`src/rtl/lfpr_pkg.sv`:
```
// lfpr_pkg: shared constants, types and state codes of the length framed packet receiver
// no dependencies; used by lfpr_if, lfpr_ctrl, lfpr_dp and the top level (lfpr_ram does not use it)

package lfpr_pkg;

   localparam int ByteWidth   = 8;
   localparam int MaxPayload  = 32;
   localparam int StoreSlots  = 32;
   localparam int Capacity    = (MaxPayload < StoreSlots) ? MaxPayload : StoreSlots;
   localparam int AddrWidth   = $clog2(StoreSlots);

   localparam logic [ByteWidth-1:0] ResetStartMarker = 8'h13;
   localparam logic [ByteWidth-1:0] ResetEndMarker   = 8'h37;

   typedef logic [ByteWidth-1:0] byte_type;
   typedef logic [AddrWidth-1:0] addr_type;

   // configuration register indexes
   typedef enum logic [0:0] {
      CSR_START_MARKER = 1'b0,
      CSR_END_MARKER   = 1'b1
   } csr_index_type;

   // receiver phase
   typedef enum logic [2:0] {
      PH_START,
      PH_LENGTH,
      PH_COMMAND,
      PH_DATA,
      PH_END,
      PH_EMIT
   } phase_type;

   // controller to datapath
   typedef struct packed {
      logic take_start;
      logic take_length;
      logic take_command;
      logic take_data;
      logic take_end;
      logic emit_step;
   } ctrl_cmd_type;

   // datapath to controller
   typedef struct packed {
      logic length_zero;
      logic data_last;
      logic emit_last;
      logic out_free;
   } dp_status_type;

endpackage

```
`src/rtl/lfpr_if.sv`:
```
// lfpr_req_if / lfpr_rsp_if: valid/ready channels of the packet receiver
// depends on lfpr_pkg for field widths

interface lfpr_req_if;
   logic                              valid;
   logic                              ready;
   logic [lfpr_pkg::ByteWidth-1:0]    rx_byte;

   modport source (output valid, output rx_byte, input ready);
   modport sink   (input valid, input rx_byte, output ready);
endinterface

interface lfpr_rsp_if;
   logic                              valid;
   logic                              ready;
   logic [lfpr_pkg::ByteWidth-1:0]    command;
   logic [lfpr_pkg::ByteWidth-1:0]    frame_length;
   logic                              markers_ok;
   logic                              truncated;
   logic                              has_data;
   logic [lfpr_pkg::AddrWidth-1:0]    byte_index;
   logic [lfpr_pkg::ByteWidth-1:0]    data_byte;
   logic                              last;

   modport source (output valid, output command, output frame_length, output markers_ok,
                   output truncated, output has_data, output byte_index, output data_byte,
                   output last, input ready);
   modport sink   (input valid, input command, input frame_length, input markers_ok,
                   input truncated, input has_data, input byte_index, input data_byte,
                   input last, output ready);
endinterface

```
`src/rtl/lfpr_ram.sv`:
```
// lfpr_ram: generic single write port ram with registered, enabled read
// no dependencies

module lfpr_ram #(
   parameter int Width = 8,
   parameter int Depth = 32
) (
   input  logic                     clock,
   input  logic                     wr_en,
   input  logic [$clog2(Depth)-1:0] wr_addr,
   input  logic [Width-1:0]         wr_data,
   input  logic                     rd_en,
   input  logic [$clog2(Depth)-1:0] rd_addr,
   output logic [Width-1:0]         rd_data
);

   logic [Width-1:0] mem_ff [Depth];
   logic [Width-1:0] rd_data_ff;

   always_ff @(posedge clock) begin
      if (wr_en) begin
         mem_ff[wr_addr] <= wr_data;
      end
      if (rd_en) begin
         rd_data_ff <= mem_ff[rd_addr];
      end
   end

   assign rd_data = rd_data_ff;

endmodule

```
`src/rtl/lfpr_ctrl.sv`:
```
// lfpr_ctrl: phase state machine of the packet receiver, issues datapath commands
// depends on lfpr_pkg

module lfpr_ctrl (
   input  logic                    clock,
   input  logic                    reset,
   input  logic                    req_valid,
   output logic                    req_ready,
   input  lfpr_pkg::dp_status_type status,
   output lfpr_pkg::ctrl_cmd_type  cmd
);

   import lfpr_pkg::*;

   phase_type state_ff;
   phase_type state_in;
   logic      accept;

   always_ff @(posedge clock) begin
      if (reset) begin
         state_ff <= PH_START;
      end else begin
         state_ff <= state_in;
      end
   end

   assign accept = req_valid && req_ready;

   // next state
   always_comb begin
      state_in = state_ff;
      unique case (state_ff)
         PH_START: begin
            if (accept) state_in = PH_LENGTH;
         end
         PH_LENGTH: begin
            if (accept) state_in = PH_COMMAND;
         end
         PH_COMMAND: begin
            if (accept) state_in = PH_DATA;
         end
         PH_DATA: begin
            if (accept && (status.length_zero || status.data_last)) state_in = PH_END;
         end
         PH_END: begin
            if (accept) state_in = PH_EMIT;
         end
         PH_EMIT: begin
            if (status.out_free && status.emit_last) state_in = PH_START;
         end
         default: begin
            state_in = PH_START;
         end
      endcase
   end

   // outputs
   always_comb begin
      req_ready = 1'b0;
      cmd       = '0;
      unique case (state_ff)
         PH_START: begin
            req_ready      = 1'b1;
            cmd.take_start = req_valid;
         end
         PH_LENGTH: begin
            req_ready       = 1'b1;
            cmd.take_length = req_valid;
         end
         PH_COMMAND: begin
            req_ready        = 1'b1;
            cmd.take_command = req_valid;
         end
         PH_DATA: begin
            req_ready     = 1'b1;
            cmd.take_data = req_valid;
         end
         PH_END: begin
            req_ready    = 1'b1;
            cmd.take_end = req_valid;
         end
         PH_EMIT: begin
            cmd.emit_step = status.out_free;
         end
         default: begin
            req_ready = 1'b0;
         end
      endcase
   end

   // at most one datapath action per cycle
   a_one_cmd: assert property (@(posedge clock) disable iff (reset)
      $onehot0({cmd.take_start, cmd.take_length, cmd.take_command,
                cmd.take_data, cmd.take_end, cmd.emit_step}))
      else $error("more than one datapath command at once");

   // no input taken while a frame is being read out
   a_no_take_in_emit: assert property (@(posedge clock) disable iff (reset)
      (cmd.emit_step || state_ff == PH_EMIT) |-> !accept)
      else $error("input accepted during readout");

   // the end byte always starts a readout
   a_end_to_emit: assert property (@(posedge clock) disable iff (reset)
      cmd.take_end |=> (state_ff == PH_EMIT))
      else $error("end byte did not start readout");

endmodule

```
`src/rtl/lfpr_dp.sv`:
```
// lfpr_dp: frame fields, marker registers, payload store and result register
// depends on lfpr_pkg, lfpr_rsp_if and lfpr_ram

module lfpr_dp (
   input  logic                           clock,
   input  logic                           reset,
   input  lfpr_pkg::byte_type             rx_byte,
   input  lfpr_pkg::ctrl_cmd_type         cmd,
   output lfpr_pkg::dp_status_type        status,
   input  logic                           csr_write_en,
   input  lfpr_pkg::csr_index_type        csr_index,
   input  lfpr_pkg::byte_type             csr_write_data,
   lfpr_rsp_if.source                     rsp
);

   import lfpr_pkg::*;

   localparam byte_type CapacityByte = ByteWidth'(Capacity);

   byte_type start_marker_ff;
   byte_type end_marker_ff;
   logic     start_matched_ff;
   byte_type length_field_ff;
   byte_type command_field_ff;
   byte_type byte_count_ff;

   // readout context of the finished frame
   logic     em_ok_ff;
   logic     em_trunc_ff;
   logic     em_has_data_ff;
   addr_type em_last_idx_ff;
   addr_type em_ptr_ff;

   // result register
   logic     rsp_valid_ff;
   byte_type rsp_command_ff;
   byte_type rsp_length_ff;
   logic     rsp_ok_ff;
   logic     rsp_trunc_ff;
   logic     rsp_has_data_ff;
   addr_type rsp_index_ff;
   logic     rsp_last_ff;

   byte_type stored;
   addr_type last_idx;
   logic     ram_wr_en;
   byte_type ram_rd_data;

   // configuration registers
   always_ff @(posedge clock) begin
      if (reset) begin
         start_marker_ff <= ResetStartMarker;
         end_marker_ff   <= ResetEndMarker;
      end else if (csr_write_en) begin
         unique case (csr_index)
            CSR_START_MARKER: start_marker_ff <= csr_write_data;
            CSR_END_MARKER:   end_marker_ff   <= csr_write_data;
            default:          ;
         endcase
      end
   end

   assign stored   = (length_field_ff < CapacityByte) ? length_field_ff : CapacityByte;
   assign last_idx = (stored == '0) ? '0 : AddrWidth'(stored - 8'd1);

   // frame capture
   always_ff @(posedge clock) begin
      if (reset) begin
         start_matched_ff <= 1'b0;
         length_field_ff  <= '0;
         command_field_ff <= '0;
         byte_count_ff    <= '0;
      end else begin
         if (cmd.take_start) begin
            start_matched_ff <= (rx_byte == start_marker_ff);
            byte_count_ff    <= '0;
         end
         if (cmd.take_length)  length_field_ff  <= rx_byte;
         if (cmd.take_command) command_field_ff <= rx_byte;
         if (cmd.take_data && !status.length_zero && !status.data_last) begin
            byte_count_ff <= byte_count_ff + 8'd1;
         end
      end
   end

   always_ff @(posedge clock) begin
      if (cmd.take_end) begin
         em_ok_ff       <= start_matched_ff && (rx_byte == end_marker_ff);
         em_trunc_ff    <= (length_field_ff > CapacityByte);
         em_has_data_ff <= (stored != '0);
         em_last_idx_ff <= last_idx;
      end
   end

   always_ff @(posedge clock) begin
      if (reset) begin
         em_ptr_ff <= '0;
      end else if (cmd.take_end) begin
         em_ptr_ff <= '0;
      end else if (cmd.emit_step) begin
         em_ptr_ff <= em_ptr_ff + 1'b1;
      end
   end

   assign ram_wr_en = cmd.take_data && !status.length_zero && (byte_count_ff < CapacityByte);

   lfpr_ram #(
      .Width (ByteWidth),
      .Depth (StoreSlots)
   ) u_store (
      .clock   (clock),
      .wr_en   (ram_wr_en),
      .wr_addr (byte_count_ff[AddrWidth-1:0]),
      .wr_data (rx_byte),
      .rd_en   (cmd.emit_step),
      .rd_addr (em_ptr_ff),
      .rd_data (ram_rd_data)
   );

   // result register
   always_ff @(posedge clock) begin
      if (reset) begin
         rsp_valid_ff <= 1'b0;
      end else if (cmd.emit_step) begin
         rsp_valid_ff <= 1'b1;
      end else if (rsp.ready) begin
         rsp_valid_ff <= 1'b0;
      end
   end

   always_ff @(posedge clock) begin
      if (cmd.emit_step) begin
         rsp_command_ff  <= command_field_ff;
         rsp_length_ff   <= length_field_ff;
         rsp_ok_ff       <= em_ok_ff;
         rsp_trunc_ff    <= em_trunc_ff;
         rsp_has_data_ff <= em_has_data_ff;
         rsp_index_ff    <= em_has_data_ff ? em_ptr_ff : '0;
         rsp_last_ff     <= (em_ptr_ff == em_last_idx_ff);
      end
   end

   assign rsp.valid        = rsp_valid_ff;
   assign rsp.command      = rsp_command_ff;
   assign rsp.frame_length = rsp_length_ff;
   assign rsp.markers_ok   = rsp_ok_ff;
   assign rsp.truncated    = rsp_trunc_ff;
   assign rsp.has_data     = rsp_has_data_ff;
   assign rsp.byte_index   = rsp_index_ff;
   assign rsp.data_byte    = rsp_has_data_ff ? ram_rd_data : '0;
   assign rsp.last         = rsp_last_ff;

   assign status.length_zero = (length_field_ff == '0);
   assign status.data_last   = ({1'b0, byte_count_ff} + 9'd1) >= {1'b0, length_field_ff};
   assign status.emit_last   = (em_ptr_ff == em_last_idx_ff);
   assign status.out_free    = !rsp_valid_ff || rsp.ready;

   // byte counter never passes the received length
   a_count_in_range: assert property (@(posedge clock) disable iff (reset)
      (length_field_ff == '0) || (byte_count_ff < length_field_ff))
      else $error("byte count beyond frame length");

   // a readout step always leaves a result in the register
   a_step_loads: assert property (@(posedge clock) disable iff (reset)
      cmd.emit_step |=> rsp_valid_ff)
      else $error("readout step did not load result");

   // a result without data is the only and last one of its frame
   a_empty_is_last: assert property (@(posedge clock) disable iff (reset)
      (rsp_valid_ff && !rsp_has_data_ff) |-> (rsp_last_ff && rsp_index_ff == '0))
      else $error("empty result not last");

endmodule

```
`src/rtl/length_framed_packet_receiver_unit.sv`:
```
// length_framed_packet_receiver_unit: top level of the length framed packet receiver
// depends on lfpr_pkg, lfpr_if, lfpr_ctrl, lfpr_dp (which holds lfpr_ram)
// input: one byte per cycle outside readout; the end byte starts the registered readout
// throughput: a frame of n payload bytes takes max(n, 1) + 4 input transactions, then a
//    readout of max(min(n, 32), 1) results, one per cycle if rsp ready, input held off
// reset: markers return to 0x13 and 0x37, receiver waits for a start byte; payload store
//    is not cleared, only entries written by the current frame are ever output

module length_framed_packet_receiver_unit (
   input  logic                    clock,
   input  logic                    reset,
   lfpr_req_if.sink                req,
   lfpr_rsp_if.source              rsp,
   input  logic                    csr_write_en,
   input  lfpr_pkg::csr_index_type csr_index,
   input  lfpr_pkg::byte_type      csr_write_data
);

   import lfpr_pkg::*;

   ctrl_cmd_type  cmd;
   dp_status_type status;
   logic          ready;

   // phase sequencing and readout pacing
   lfpr_ctrl u_ctrl (
      .clock     (clock),
      .reset     (reset),
      .req_valid (req.valid),
      .req_ready (ready),
      .status    (status),
      .cmd       (cmd)
   );

   // input transactions are taken only outside a readout burst
   assign req.ready = ready;

   // frame fields, payload store and the result register that drives rsp
   lfpr_dp u_dp (
      .clock          (clock),
      .reset          (reset),
      .rx_byte        (req.rx_byte),
      .cmd            (cmd),
      .status         (status),
      .csr_write_en   (csr_write_en),
      .csr_index      (csr_index),
      .csr_write_data (csr_write_data),
      .rsp            (rsp)
   );

endmodule
```
`src/flat_wrapper.sv`:
```
// flat-port wrapper written by rule: the top's interface ports become plain ports
module length_framed_packet_receiver_unit_flat import lfpr_pkg::*;
  (clock, reset, csr_write_en, csr_index, csr_write_data, req_valid, req_rx_byte, req_ready, rsp_valid, rsp_command, rsp_frame_length, rsp_markers_ok, rsp_truncated, rsp_has_data, rsp_byte_index, rsp_data_byte, rsp_last, rsp_ready);
  lfpr_req_if req_i ();
  lfpr_rsp_if rsp_i ();
  input  logic clock;
  input  logic reset;
  input  logic csr_write_en;
  input  lfpr_pkg::csr_index_type csr_index;
  input  lfpr_pkg::byte_type csr_write_data;
  input wire logic [$bits(req_i.valid)-1:0] req_valid;
  input wire logic [$bits(req_i.rx_byte)-1:0] req_rx_byte;
  output wire logic [$bits(req_i.ready)-1:0] req_ready;
  output wire logic [$bits(rsp_i.valid)-1:0] rsp_valid;
  output wire logic [$bits(rsp_i.command)-1:0] rsp_command;
  output wire logic [$bits(rsp_i.frame_length)-1:0] rsp_frame_length;
  output wire logic [$bits(rsp_i.markers_ok)-1:0] rsp_markers_ok;
  output wire logic [$bits(rsp_i.truncated)-1:0] rsp_truncated;
  output wire logic [$bits(rsp_i.has_data)-1:0] rsp_has_data;
  output wire logic [$bits(rsp_i.byte_index)-1:0] rsp_byte_index;
  output wire logic [$bits(rsp_i.data_byte)-1:0] rsp_data_byte;
  output wire logic [$bits(rsp_i.last)-1:0] rsp_last;
  input wire logic [$bits(rsp_i.ready)-1:0] rsp_ready;
  assign req_i.valid = req_valid;
  assign req_i.rx_byte = req_rx_byte;
  assign req_ready = req_i.ready;
  assign rsp_valid = rsp_i.valid;
  assign rsp_command = rsp_i.command;
  assign rsp_frame_length = rsp_i.frame_length;
  assign rsp_markers_ok = rsp_i.markers_ok;
  assign rsp_truncated = rsp_i.truncated;
  assign rsp_has_data = rsp_i.has_data;
  assign rsp_byte_index = rsp_i.byte_index;
  assign rsp_data_byte = rsp_i.data_byte;
  assign rsp_last = rsp_i.last;
  assign rsp_i.ready = rsp_ready;
  length_framed_packet_receiver_unit u_core (.clock(clock), .reset(reset), .req(req_i), .rsp(rsp_i), .csr_write_en(csr_write_en), .csr_index(csr_index), .csr_write_data(csr_write_data));
endmodule
```
`config.mk`:
```
export PLATFORM = sky130hd
export DESIGN_NAME = length_framed_packet_receiver_unit_flat
export DESIGN_NICKNAME = d
export VERILOG_FILES = /design/src/rtl/lfpr_pkg.sv /design/src/rtl/lfpr_if.sv /design/src/rtl/lfpr_ram.sv /design/src/rtl/lfpr_ctrl.sv /design/src/rtl/lfpr_dp.sv /design/src/rtl/length_framed_packet_receiver_unit.sv /design/src/flat_wrapper.sv
export SDC_FILE = /design/constraint.sdc
export NUM_CORES = 1
export LEC_CHECK = 0
export ABC_AREA = 1
export BUFFER_PORTS_ARGS = -buffer_cell sky130_fd_sc_hd__buf_2
export CORE_MARGIN = 4
export CORE_UTILIZATION = 50
export CTS_CLUSTER_DIAMETER = 100
export CTS_CLUSTER_SIZE = 12
export DETAILED_ROUTE_END_ITERATION = 10
export PLACE_DENSITY = 0.67
export RECOVER_POWER = 100
export SLEW_MARGIN = 10
export SYNTH_ARGS = -nofsm -noshare
export SYNTH_HDL_FRONTEND = slang
export SYNTH_SLANG_ARGS = --single-unit
```
`constraint.sdc`:
```
create_clock -name clock -period 8.8 [get_ports clock]
set_clock_uncertainty 0.15 [all_clocks]
set_input_delay 2.2 -clock clock [delete_from_list [all_inputs] [get_ports clock]]
set_output_delay 2.2 -clock clock [all_outputs]
set_load 0.05 [all_outputs]
```
; ---- After elaboration in Yosys (flattened, before gate mapping)
; Memory sizes are Yosys's and may differ from the RTL's. A register that Yosys moved wholly into a read port is not among the register bits.
; Index checks and enable logic that the tools add are counted.
; W data, S select, Z words.
[totals]
reg_bits = 83
ramBits = 256
input_bits = 22
out_inout_bits = 35
word_cells = 89
mem_count = 1
[mem_list]
columns = name, depth, width, read_ports, rd_clocked_by_memory_dff, write_ports, line_no
row1 = u_core.u_dp.u_store.mem_ff, 32, 8, 1, 1, 1, lfpr_ram.sv:17  ; logic [Width-1:0] mem_ff [Depth];
[classes]
add_sub_neg = 4
n_lt_le_gt_ge = 4
n_eq_ne = 14
muxes = 22
bitwise_logic = 1
reduce_logical = 23
[ops]
columns = operator, n
row1 = $mux W8, 4
row2 = $mux W3, 6
row3 = $pmux W3 S6, 1
row4 = $eq A8 B8 Y1, 2
row5 = $logic_not A8 Y1, 2
row6 = $lt A8 B6 Y1 const B, 2
row7 = $ne A2 B2 Y1 const B, 6
row8 = $mux W1, 11
row9 = $add A8 B1 Y9 const B, 1
row10 = $ge A9 B8 Y1, 1
row11 = $add A8 B1 Y8 const B, 1
row12 = $gt A8 B6 Y1 const B, 1
row13 = $reduce_bool A8 Y1, 1
row14 = $logic_and A1 B1 Y1, 7
row15 = $eq A3 B2 Y1 const B, 2
row16 = $eq A3 B3 Y1 const B, 2
row17 = $reduce_and A6 Y1, 1
row18 = $add A5 B1 Y5 const B, 1
row19 = $eq A5 B5 Y1, 1
row20 = $reduce_or A5 Y1, 1
row21 = $sub A5 B1 Y5 const B, 1
row22 = $reduce_and A2 Y1, 2
row23 = $reduce_bool A2 Y1, 2
row24 = $eq A3 B1 Y1 const B, 1
row25 = other kinds (5), 8

; ---- Logic depth before layout (Yosys ltp)
[depth]
ltp_word = 7
ltp_mapped = 21
mapped_depth_nobuf = 21

; ---- Cells and area by module
; A second synthesis with hierarchy kept.
[unflattened]
hier_cells = 1346
hier_area_um2 = 14631.5
[by_module_without_submodules]
columns = mod, instances, cells_per_inst, area_per_inst_um2, seq_area_each_um2
row1 = lfpr_ram, 1, 922, 10866.7, 7927.6
row2 = lfpr_dp, 1, 382, 3507.1, 1931.9
row3 = lfpr_ctrl, 1, 42, 257.7, 60.1

; ---- Worst setup path before layout
; No wires, ideal clock.
[synth_path]
kind = input to register
start = input rsp_ready
end = register u_core.u_dp.em_ptr_ff[4]
setup_time_ps = 70
arrival_time_ps = 4495
t_required_ps = 8580
path_slack_ps = 4085
path_stages = 6
n_path_buf = 0
cell_sequence = nor2_1 nor2_1 inv_1 nor3_1 o21ai_0 a21oi_1
[synth_rtl]
columns = item, line_no
row1 = start: declaration, flat_wrapper.sv:23  ; input wire logic [$bits(rsp_i.ready)-1:0] rsp_ready;
row2 = end signal: assignment, lfpr_dp.sv:101  ; em_ptr_ff <= em_ptr_ff + 1'b1;
row3 = end: declaration, lfpr_dp.sv:32  ; addr_type em_ptr_ff;

==> results.py <==
metrics = {
    "run_status": {
        "status": "finished with violations",
        "failed_checks": "max-capacitance violations, max-slew violations",
    },
    "clock_tree": {
        "clock_latency_ns": 0.52,
        "cts_tree": "done",
        "clock-sinks": 347,
        "cts_setup_buffers": 0,
        "numCtsBuffers": 34,
        "clock-root-buffer": "clkbuf_16",
        "ctsHoldBuffers": 0,
        "clk_path_buf_depth": 3,
        "clkTransAtPathRegs_ns": 0.06,
        "htreeDepth": 2,
        "cts-resized-gates": 0,
    },
    "sta": {
        "rsz0062_at_grt": "no",
        "layout_min_cycle_time_ns": 5.573,
        "min_period_over_period_pct": 63.32,
        "setup_viol": 0,
        "fmax_mhz": 179.5,
        "slew_headroom_pct": -121.6,
        "final_hold_viol_count": 0,
        "finalSetupTns_ns": 0,
        "max_slew.worst_pin.slew_ns": 3.324,
        "report.final.slew_viol_count": 547,
    },
    "detailed_routing": {
        "routed_wl_mm": 34.71,
        "firstDrtPassIters": 7,
        "dr.first_iter.drc_count": 1077,
        "ant_nets": 0,
        "routedWlPerCell_um": 20.78,
        "route.detailed.drc": 0,
        "via_count": 9605,
        "viasPerCell": 5.751,
    },
    "floorplan": {
        "die-area_um2": 31050,
        "die_w_um": 176.2,
        "ios": 57,
        "die_h_um": 176.2,
        "initial_core_util_pct": 50.79,
        "fp.coreArea_um2": 27860,
        "placementRows": 61,
    },
    "critical_path": {
        "arrival_ns": 5.80,
        "crit_type": "flip-flop to flip-flop",
        "crit_fanout": 84,
        "worst_setup_path_start_kind": "flip-flop",
        "worstPathRequired_ns": 9.03,
        "cp-end-kind": "flip-flop",
    },
    "synth": {
        "synthMostInstantiatedCell": "edfxtp_1",
        "ys_ff_latch": 347,
        "yosysUniqueCellTypes": 32,
        "async_flop_share_pct": 0,
        "syn_area_um2": 14150,
        "ys_warn_count": 0,
        "syn_area_per_cell_um2": 11.53,
        "synthCells": 1227,
        "synth_seq_area_share_pct": 70.11,
        "synth_edf_count": 297,
        "yosys.area.top_type": "edfxtp_1",
        "syn_nets": 1264,
        "synth.top_cell.area_share_pct": 63.04,
        "synthTopCellsByCount": "edfxtp_1 (297), nor2_1 (221), o21ai_0 (159), nand2_1 (122), inv_1 (80)",
        "ys_top_cells_by_area": "edfxtp_1 (63%), dfxtp_1 (7.1%), nor2_1 (5.9%), o21ai_0 (5.6%), nand2_1 (3.2%)",
        "synth_ff_type": "edfxtp_1",
    },
    "global_routing": {
        "grt_overflow": 0,
        "busiest_layer": "met2",
        "antenna_found_initial": 0,
        "grt_usage_pct": 22.45,
        "grtUsageMet2_pct": 36.53,
        "grt_use_met3_pct": 3.576,
        "grt_pass1_wl_mm": 53.94,
        "grt_max_degree": 85,
        "grt_pass1_vias": 9237,
        "use_met1_pct": 31.64,
    },
    "finish": {
        "diodes": 0,
        "drive_above_1_share_pct": 4.721,
        "syn_to_final_growth_pct": 10.44,
        "stdcell_count": 1670,
        "final_nets": 1309,
    },
    "pwr": {
        "p_per_area_nw_per_um2": 222.8,
        "vdd_drop_max_mv": 0.1284,
        "p_leak_nw": 5.391,
        "post-layout-total-power_mw": 3.481,
    },
    "placement": {
        "placed_cells": 1614,
        "dpl.hpwl_mm": 20.60,
        "portBuffers": 56,
        "gp_congestion": 0.9182,
    },
    "flow_run": {
        "drv_cap": 12,
    },
    "hold_path": {
        "min_path_type": "flip-flop to flip-flop",
    },
}
==> flip-flops by register name, indices dropped and copies added (netlist names) <==
register and flops:
u_core.u_dp.rsp.has_data 1, u_core.u_dp.byte_count_ff 8, u_core.u_dp.end_marker_ff 8, u_core.u_ctrl.state_ff 3, u_core.u_dp.rsp.command 8, u_core.u_dp.length_field_ff 8, u_core.u_dp.rsp.last 1, u_core.u_dp.start_marker_ff 8
u_core.u_dp.em_ptr_ff 5, u_core.u_dp.em_last_idx_ff 5, u_core.u_dp.command_field_ff 8, u_core.u_dp.rsp.truncated 1, u_core.u_dp.rsp.frame_length 8, u_core.u_dp.rsp.valid 1, u_core.u_dp.em_ok_ff 1, u_core.u_dp.rsp.markers_ok 1
u_core.u_dp.em_has_data_ff 1, u_core.u_dp.em_trunc_ff 1, u_core.u_dp.u_store.mem_ff 256, u_core.u_dp.u_store.rd_data 8, u_core.u_dp.rsp.byte_index 5, u_core.u_dp.start_matched_ff 1
==> power by group <==
| part | leakage (nW) | switching [mW] | internal, mW |
|---|---|---|---|
| Clock | 0.478 | 0.575 | 0.770 |
| Sequential | 3.09 | 0.0221 | 1.82 |
| Combinational | 1.83 | 0.217 | 0.0761 |
| Total | 5.39 | 0.815 | 2.67 |
==> area by class of cell <==
cell class | count | area (µm²)
inverter | 83 | 312.8
fill | 2315 | 12230
sequential | 347 | 9920
multi-input combinational | 738 | 3637
timing repair buffer | 68 | 285.3
clock buffer | 56 | 997.2
tap | 378 | 473.0
==> kinds of logic (layout without fill, tap and decap cells) <==
group	count (synthesis)	after routing	synth area share, %
and+or+nand+nor	423	423	12.36
DFF	347	347	70.11
AOI/OAI and AO/OA	282	282	11.18
adders and majority gates	15	15	1.326
xor gates and xnor gates	18	18	1.114
buffers and inverters	142	207	3.909
==> layout by cell type, fill, tap and decap left out, types with 2 or more instances in the layout <==
cell type    n
a21oi_1     40
buf_2       18
buf_4        2
clkbuf_1    67
clkbuf_16   37
clkinv_1     2
dfxtp_1     50
edfxtp_1   297
ha_1        15
inv_1       80
nand2_1    122
nand3_1     50
nand4_1     13
nor2_1     223
nor3_1       8
nor4_1       3
o211ai_1    17
o21ai_0    165
o221ai_1    18
o22ai_1     39
or2_2        2
xnor2_1      4
xor2_1      14
==> path summary, 6_finish.rpt <==
check                                                            from                                        to  slack (ns)  cells past startpoint
worst max-delay path            u_core.u_dp.em_ptr_ff[0]$_SDFFE_PP0P_  u_core.u_dp.u_store.rd_data[0]$_DFFE_PP_        3.23                      7
worst max register to register  u_core.u_dp.em_ptr_ff[0]$_SDFFE_PP0P_  u_core.u_dp.u_store.rd_data[0]$_DFFE_PP_        3.23                      7
worst min-delay path                u_core.u_dp.em_trunc_ff$_DFFE_PP_       u_core.u_dp.rsp.truncated$_DFFE_PP_        0.27                      0
worst min register to register      u_core.u_dp.em_trunc_ff$_DFFE_PP_       u_core.u_dp.rsp.truncated$_DFFE_PP_        0.27                      0
==> per-stage QoR <==
stage / util [%] / setup slack [ns] / hold slack [ns] / cell area (µm²)
floorplan: - / 4.085 / 0.2503 / 14150
global placement: 53.00 / 4.198 / 0.2574 / 14760
detailed placement: 53.00 / 4.080 / 0.2566 / 14760
CTS: 56.58 / 4.619 / 0.2710 / 15760
global route: 56.09 / 2.672 / 0.2769 / 15630
finish: 56.09 / 3.227 / 0.2686 / 15630
==> metal layers <==
metal  wire [µm]  vias to the layer above
li1            -                     4458
met1       14090                     4556
met2       16570                      523
met3        3128                       68
met4         922                        0
met5           0                        -
==> worst max-delay path, cell delays in order, from the launching register on <==
cell,delay (ns)
dfxtp_1,1.44
clkbuf_1,2.42
o21ai_0,0.62
o22ai_1,0.36
nand2_1,0.07
nand4_1,0.10
o21ai_0,0.13
inv_1,0.09
Note: power is estimated with default switching activity, not from simulation.
